### config.mk
export PLATFORM = sky130hd
export DESIGN_NAME = acet_fifo
export DESIGN_NICKNAME = d
export VERILOG_FILES = /design/src/sv/acet_fifo.sv
export SDC_FILE = /design/constraint.sdc
export NUM_CORES = 1
export LEC_CHECK = 0
export BUFFER_PORTS_ARGS = -buffer_cell sky130_fd_sc_hd__buf_2
export CAP_MARGIN = 20
export CELL_PAD_IN_SITES_DETAIL_PLACEMENT = 1
export CELL_PAD_IN_SITES_GLOBAL_PLACEMENT = 2
export CORE_ASPECT_RATIO = 0.75
export CORE_MARGIN = 2
export CORE_UTILIZATION = 45
export DETAILED_ROUTE_END_ITERATION = 10
export PLACE_DENSITY = 0.81
export SETUP_SLACK_MARGIN = 0.3
export SYNTH_ARGS = -nofsm -noshare
export SYNTH_HDL_FRONTEND = slang
export SYNTH_SLANG_ARGS = --single-unit
### constraint.sdc
create_clock -name clk -period 4.3 [get_ports clk]
set_input_delay 0.645 -clock clk [delete_from_list [all_inputs] [get_ports clk]]
set_output_delay 0.645 -clock clk [all_outputs]
set_load 0.01 [all_outputs]
### src/sv/acet_fifo.sv
`default_nettype none

module acet_fifo #(
	parameter int WIDTH = 8,
	parameter int DEPTH = 4
) (
	input  wire logic             clk,
	input  wire logic             arst_n,
	input  wire logic             push,
	input  wire logic [WIDTH-1:0] wdata,
	output logic                  full,
	input  wire logic             pop,
	output logic      [WIDTH-1:0] rdata,
	output logic                  empty
);

	localparam int PTR_W = (DEPTH > 1) ? $clog2(DEPTH) : 1;
	localparam int CNT_W = $clog2(DEPTH + 1);

	logic [WIDTH-1:0] mem_q [DEPTH];
	logic [PTR_W-1:0] wptr_q, rptr_q;
	logic [CNT_W-1:0] cnt_q;
	logic             do_push, do_pop;

	assign full    = (cnt_q == CNT_W'(DEPTH));
	assign empty   = (cnt_q == '0);
	assign do_push = push && !full;
	assign do_pop  = pop && !empty;
	assign rdata   = mem_q[rptr_q];

	always_ff @(posedge clk) begin
		if (do_push) begin
			mem_q[wptr_q] <= wdata;
		end
	end

	always_ff @(posedge clk or negedge arst_n) begin
		if (!arst_n) begin
			wptr_q <= '0;
			rptr_q <= '0;
			cnt_q  <= '0;
		end else begin
			if (do_push) begin
				wptr_q <= (wptr_q == PTR_W'(DEPTH - 1)) ? '0 : wptr_q + 1'b1;
			end
			if (do_pop) begin
				rptr_q <= (rptr_q == PTR_W'(DEPTH - 1)) ? '0 : rptr_q + 1'b1;
			end
			if (do_push && !do_pop) begin
				cnt_q <= cnt_q + 1'b1;
			end else if (do_pop && !do_push) begin
				cnt_q <= cnt_q - 1'b1;
			end
		end
	end

`ifndef NO_ASSERTIONS
	// The surrounding logic must honor full and empty; a dropped word shows up here.
	a_no_push_full: assert property (@(posedge clk) disable iff (!arst_n)
		!(push && full))
		else $error("word pushed into a full queue");

	a_no_pop_empty: assert property (@(posedge clk) disable iff (!arst_n)
		(pop && empty) |-> (cnt_q == '0))
		else $error("queue count out of step with empty");
`endif

endmodule

`default_nettype wire

# After elaboration in Yosys (flattened, before gate mapping)
# Memory sizes are Yosys's and may differ from the RTL's.
# Cells that the tools add are included.
# totals
ff_bits	7
mem_bits_rw	32
in_bits	12
output_inout_bits	10
wordCells	27
memories	1
# mem_list
memory	words	word_bits	read_ports	rd_clocked_by_memory_dff	write_ports	line_no	rtl
mem_q	4	8	1	0	1	20	logic [WIDTH-1:0] mem_q [DEPTH];
# classes
n_addsub	4
eq_ne	3
mux	6
n_reduce_logical	10
# op_table
op	count
two-way mux 3 bit	2
adder 2 x 1 -> 2 bit, second input constant	2
== test 2 bit, second input constant	2
logical AND 1 bit	4
logical NOT 1 bit	4
two-way mux 2 bit	2
adder 3 x 1 -> 3 bit, second input constant	1
== test 3 bit, second input constant	1
logical NOT 3 bit	1
subtractor 3 x 1 -> 3 bit, second input constant	1
two-way mux 1 bit	2
nonzero test 2 bit	1

# Depth between registers and ports, before layout
# Gate-level depths: netlist of the first run.
# logic_depth
ltp_word	7
ltp_mapped	9
ltp_nobuf	8

# Worst setup path before layout of the first run
# OpenSTA, ideal clock, no wires.
# synth_timing
path_type	register to register
startpoint	register cnt_q[0]
endpoint	register cnt_q[2]
setup_ns	0.079
t_arrival_ns	1.984
required_ns	4.221
setup_slack_ns	2.236
path_stages_with_launch	9
cell_sequence	dfrtp_1 > nor3_1 > nand2b_4 > ha_1 > inv_1 > fa_1 > xor2_1 > nor2_1 > xor2_1
# synth_via
elab_chain_cells	6
elab_cells_between_ends	15
# synth_rtl
element	line_no	rtl
from (decl)	22	logic [CNT_W-1:0] cnt_q;
from (signal assigned)	50	cnt_q <= cnt_q + 1'b1;
from (signal assigned)	52	cnt_q <= cnt_q - 1'b1;
logical NOT 3 bit (*)	26	assign empty = (cnt_q == '0);
net empty	14	output logic empty
logical NOT 1 bit (*)	28	assign do_pop = pop && !empty;
logical AND 1 bit (*)	28	
logical NOT 1 bit	49	if (do_push && !do_pop) begin
logical AND 1 bit	49	
two-way mux 3 bit or nonzero test 2 bit (tied branches)	--	
# Mark *: on every way through the listed nets, which the timed path passes. The rest lies on a longest branch. The select of a mux whose other input is x is not followed.
# A chain may end at the register's enable or synchronous reset.

# Worst setup path after layout of the first run
# layout_timing
startpoint	register rptr_q[0]
endpoint	output rdata[5]
# layout_via
elab_chain_cells	1
# layout_rtl
element	line_no	rtl
from (decl)	21	logic [PTR_W-1:0] wptr_q, rptr_q;
from (signal assigned)	47	rptr_q <= (rptr_q == PTR_W'(DEPTH - 1)) ? '0 : rptr_q + 1'b1;
memory read (4 x 8 bit)	--	
to (decl)	13	output logic [WIDTH-1:0] rdata,
# No other way between the ends.

==> results of run 1 <==
==> layer usage <==
| layer | share of wire [%] | up-vias |
|---|---|---|
| met5 | 0 | - |
| met2 | 48 | 19 |
| met1 | 46 | 390 |
| met3 | 4.1 | 7 |
| li1 | - | 349 |
| met4 | 2.4 | 0 |
==> state kept, by name, indices dropped and copies added (netlist names) <==
signal / flops
mem_q: 32
cnt_q: 3
rptr_q: 2
wptr_q: 2
==> cells by family (layout without fill, tap and decap cells) <==
kind of cell / after synthesis / after routing / synth area share, %
AND/OR/NAND/NOR: 11 / 11 / 5.41
buffers and inverters: 6 / 32 / 1.93
XOR/XNOR: 3 / 3 / 1.62
flip-flops: 39 / 39 / 70.1
adder cells (fa/ha/maj): 7 / 7 / 5.87
multiplexers: 13 / 13 / 15.1
==> stage by stage <==
step                util (%)  cells  instance area [um^2]  hold WS [ns]  setup slack (ns)
floorplan                  -     79                  1620         0.349              2.24
global placement        52.3    137                  1760         0.486              2.20
detailed placement      52.3    137                  1760         0.490              2.07
CTS                     55.1    145                  1850         0.178              1.83
global route            55.1    145                  1850         0.174              1.76
finish                  55.1    145                  1850         0.178              1.90
==> power breakdown <==
part           leakage, nW  internal (mW)  switching (mW)
combinational        0.278          0.220           0.170
clock               0.0484          0.131           0.122
sequential           0.375          0.511          0.0970
==> cells in the mapped netlist, types with 2 or more instances <==
| library cell | n | share of area, % |
|---|---|---|
| nor2_1 | 3 | 0.69 |
| mux2_2 | 3 | 2.1 |
| ha_1 | 6 | 4.6 |
| and2_2 | 4 | 1.9 |
| dfrtp_1 | 7 | 11 |
| edfxtp_1 | 32 | 59 |
| xor2_1 | 2 | 1.1 |
| mux2_4 | 2 | 1.9 |
| inv_1 | 3 | 0.69 |
| mux4_2 | 8 | 11 |
==> layout make-up <==
| type | instances | area [um^2] | share of cell area (%) |
|---|---|---|---|
| flip-flops and latches | 39 | 1140 | 61.4 |
| multi-input cells | 34 | 453 | 24.5 |
| repair buffers | 21 | 105 | 5.68 |
| clock buffers | 7 | 86.3 | 4.67 |
| well taps | 40 | 50.0 | 2.70 |
| inverters | 3 | 11.3 | 0.609 |
| clock inverters | 1 | 8.76 | 0.473 |
==> final timing paths <==
| kind | from | end | cells past startpoint | slack, ns |
|---|---|---|---|---|
| setup / recovery | rptr_q[0] | rdata[5] | 2 | 1.90 |
| hold / removal | arst_n | cnt_q[0] | 1 | 0.18 |
| setup reg to reg | cnt_q[2] | cnt_q[2] | 8 | 2.26 |
| hold reg to reg | cnt_q[2] | cnt_q[2] | 1 | 0.52 |
| max in group asynchronous | arst_n | cnt_q[2] | 1 | 3.96 |
| min in group clk | cnt_q[2] | cnt_q[2] | 1 | 0.52 |
==> worst max-delay path, stage by stage, from the launching register on <==
cell	delay (ns)
dfrtp_1	0.72
mux4_2	0.58
buf_2	0.15
==> flow_summary.yaml, run 1 <==
outcome:
  outcome: "completed"
detailed_routing:
  dr.pass1.iters: 4
  vias: 765
  initialDrtViolationCount: 36
  post_drt_wl_per_cell_um: 18.6
  post-route-drc-count: 0
  ant_nets: 0
  viasPerCell: 5.28
  routed_wl_mm: 2.69
worst_setup_path:
  arrival_ns: 1.75
  worstSetupPathType: "flip-flop to output pin"
  cp-start-kind: "flip-flop"
  worst-path-max-fanout: 11
  critPathCaptureType: "output pin"
  worstPathRequired_ns: 3.65
timing:
  worstMarginPinSlew_ns: 0.596
  fmax_mhz: 417
  hold_viol: 0
  setup_violations: 0
  rsz0062_at_grt: "false"
  period_share_pct: 55.7
  finalCriticalPeriod_ns: 2.40
  fin_skew_ns: 0.00788
  setup_tns_ns: 0
  slew_headroom_pct: 60.3
  report.final.slew_viol_count: 0
cells_and_area:
  area_growth_pct: 14.2
  layout_commonest_cell: "edfxtp_1"
  final_nets: 123
  drive_gt1_share_pct: 45.7
  nFillCells: 308
  final_cell_mix: "edfxtp_1 (32), buf_2 (21), mux4_2 (8)"
  antenna_cells: 0
power:
  power_mw: 1.25
  peakVddDrop_mv: 0.317
  leakage_nw: 0.702
  powerDensity_nw_per_um2: 676
synthesis:
  syn_area_per_cell_um2: 20.5
  ys_async_sr_fraction_pct: 17.9
  synthDistinctLibCells: 19
  ys_ff_latch: 39
  syn_nets: 98
  synth_edf_count: 32
  syn_inst: 79
  ys.flop_type: "edfxtp_1"
  synth_seq_area_share_pct: 70.1
  synth_area_um2: 1620
  ys_warn_count: 0
global_routing:
  met2_usage_pct: 22.5
  met3_usage_pct: 4.89
  grt_overflow: 0
  antenna_found_initial: 0
  grt_busiest_layer: "met2"
  grt_util_met1_pct: 19.9
  grt_pass1_wl_mm: 4.28
  grt_use_total_pct: 15.2
  grt_pass1_vias: 835
  grt_max_degree: 13
die:
  die_area_um2: 4100
  num_rows: 18
  die_w_um: 73.3
  coreArea_um2: 3360
  die_y_um: 56.0
  num_io_pins: 22
  initial_core_util_pct: 48.3
cts:
  post_cts_buffers: 0
  cts_sinks: 39
  clkLatencyLatePin_ns: 0.28
  h-tree-depth: 2
  path_clk_slew_ns: 0.07
  hold_buffers: 0
  cts_tree: "yes"
  cts_resized: 0
  cts_buffers: 5
  clk_path_buf_depth: 2
  cts_root_buffer: "clkbuf_8"
placement:
  hpwlAfterDp_mm: 1.86
  port_buffers: 21
  gp_congestion: 0.750
min_path:
  hp-class: "input port to asynchronous set/reset pin"
job:
  maxCapViolations: 0
Note: power is estimated with default switching activity, not from simulation.
==> inputs of run 2 (changes only) <==
--- a/config.mk
+++ b/config.mk
@@ -11,9 +11,9 @@
 export CELL_PAD_IN_SITES_GLOBAL_PLACEMENT = 2
 export CORE_ASPECT_RATIO = 0.75
 export CORE_MARGIN = 2
-export CORE_UTILIZATION = 45
+export CORE_UTILIZATION = 38
 export DETAILED_ROUTE_END_ITERATION = 10
-export PLACE_DENSITY = 0.81
+export PLACE_DENSITY = 0.72
 export SETUP_SLACK_MARGIN = 0.3
 export SYNTH_ARGS = -nofsm -noshare
 export SYNTH_HDL_FRONTEND = slang
==> constraint.sdc (replaced) <==
create_clock -name clk -period 2.1 [get_ports clk]
set_input_delay 0.315 -clock clk [delete_from_list [all_inputs] [get_ports clk]]
set_output_delay 0.315 -clock clk [all_outputs]
set_load 0.01 [all_outputs]
==> run 2 against run 1 <==
Wire length grew 5.5%. Total power is 130% higher. Register-to-register slack got worse by 2.1 ns. Hold slack improved by 0.062 ns. Critical path type is now flip-flop to flip-flop.
==> flow_summary.yaml, run 2 (synthesized netlist as in run 1, its figures left out) <==
worst_setup_path:
  critPathCaptureType: "flip-flop"
  arrival_ns: 2.07
  cp-start-kind: "flip-flop"
  worstPathRequired_ns: 2.27
  r2r_start: "cnt_q[1]"
  crit_path_end: "cnt_q[1]"
  startpoint: "cnt_q[1]"
  worstReg2RegEnd: "cnt_q[1]"
  worstSetupPathType: "flip-flop to flip-flop"
  worst-path-max-fanout: 3
  regToRegSetupSlack_ns: 0.20
  worst-r2r-cell-count: 7
timing:
  slew_headroom_pct: 70.6
  finalCriticalPeriod_ns: 1.90
  fmax_mhz: 527
  period_share_pct: 90.4
  worstMarginPinSlew_ns: 0.440
  hold_viol: 0
  fin_skew_ns: 0.00898
  setup_tns_ns: 0
  rsz0062_at_grt: "true"
  setup_violations: 0
  whs_ns: 0.240
  report.final.slew_viol_count: 0
global_routing:
  grt_overflow: 0
  grt_pass1_vias: 939
  antenna_found_initial: 0
  grt_max_degree: 12
  grt_pass1_wl_mm: 4.60
  grt_use_total_pct: 14.0
cells_and_area:
  antenna_cells: 0
  final_nets: 137
  final_cell_mix: "edfxtp_1 (32), buf_2 (15), buf_6 (9), buf_4 (9), mux4_2 (8)"
  layout_commonest_cell: "edfxtp_1"
  largest_register: "mem_q"
  drive_gt1_share_pct: 57.1
  largest_reg_flops: 32
  top_regs: "mem_q (32), cnt_q (3)"
  area_growth_pct: 27.3
die:
  coreArea_um2: 4080
  die_w_um: 79.4
  die_y_um: 60.6
  num_rows: 20
  num_io_pins: 22
  initial_core_util_pct: 39.7
  die_area_um2: 4810
detailed_routing:
  routed_wl_mm: 2.84
  post_drt_wl_per_cell_um: 16.3
  ant_nets: 0
  dr.pass1.iters: 2
  initialDrtViolationCount: 46
  viasPerCell: 4.75
  vias: 827
  post-route-drc-count: 0
power:
  leakage_nw: 0.787
  powerDensity_nw_per_um2: 1420
  peakVddDrop_mv: 0.558
placement:
  gp_congestion: 0.633
  port_buffers: 21
  hpwlAfterDp_mm: 1.88
cts:
  path_clk_slew_ns: 0.07
  clkLatencyLatePin_ns: 0.29
  cts_root_buffer: "clkbuf_8"
  cts_buffers: 5
  clk_path_buf_depth: 2
  cts_sinks: 39
  cts_tree: "yes"
  h-tree-depth: 2
job:
  maxCapViolations: 0
outcome:
  outcome: "completed"
min_path:
  hp-class: "input port to flip-flop"
  min-delay-start: "wdata[0]"
run 2: worst min-delay path by stage:
| stage | end | slack, ns | cells after the start |
|---|---|---|---|
| 6_report | mem_q[2][0] | 0.24 | 1 |
| 3_5_place_dp | cnt_q[2] | 0.15 | 1 |
| 5_1_grt | mem_q[0][1] | 0.23 | 1 |
| 4_1_cts | mem_q[0][1] | 0.23 | 1 |
| 2_1_floorplan | cnt_q[0] | 0.02 | 0 |
| 3_3_place_gp | cnt_q[2] | 0.16 | 1 |
run 2: stage by stage:
stage	setup slack (ns)	power [mW]	utilization (%)	instances	cell area, um^2
final	0.202	2.92	50.6	174	2060
after global routing	0.131	3.10	50.6	174	2060
after floorplan	0.227	1.85	-	79	1650
after detailed placement	0.135	2.14	44.3	153	1810
after CTS	0.223	2.87	49.6	173	2020
after global placement	0.265	2.08	44.3	153	1810
run 2: power by group:
part | internal [mW] | switching (mW)
clock network | 0.233 | 0.242
logic | 0.742 | 0.479
registers | 1.06 | 0.160
run 2: cell type report:
class | instances | area, um^2
inverter | 3 | 11.3
multi-input combinational | 34 | 483
clock buffer | 7 | 76.3
sequential | 39 | 1140
tap | 55 | 68.8
clock inverter | 1 | 5.00
fill | 382 | 2020
timing repair buffer | 35 | 274
run 2: layer usage:
layer / up-vias / wire, um / track usage, %
li1: 376 / - / -
met1: 427 / 1210 / 16.0
met2: 16 / 1470 / 23.7
met3: 8 / 85 / 3.72
met4: 0 / 78 / 9.61
met5: - / 0 / 0
run 2: critical path, stage by stage (launching register included):
cell,delay [ns]
dfrtp_2,0.44
buf_6,0.13
nor3b_4,0.21
nor2b_2,0.09
ha_4,0.17
inv_2,0.05
fa_2,0.43
mux2_4,0.27
run 2: repair_timing:
item,in CTS,in global routing
gates resized for setup,10,6
hold buffers,1,0
endpoints found under the setup margin,10,10
hold endpoints to repair,7,0
pin swaps,3,1
buffers inserted,11,1
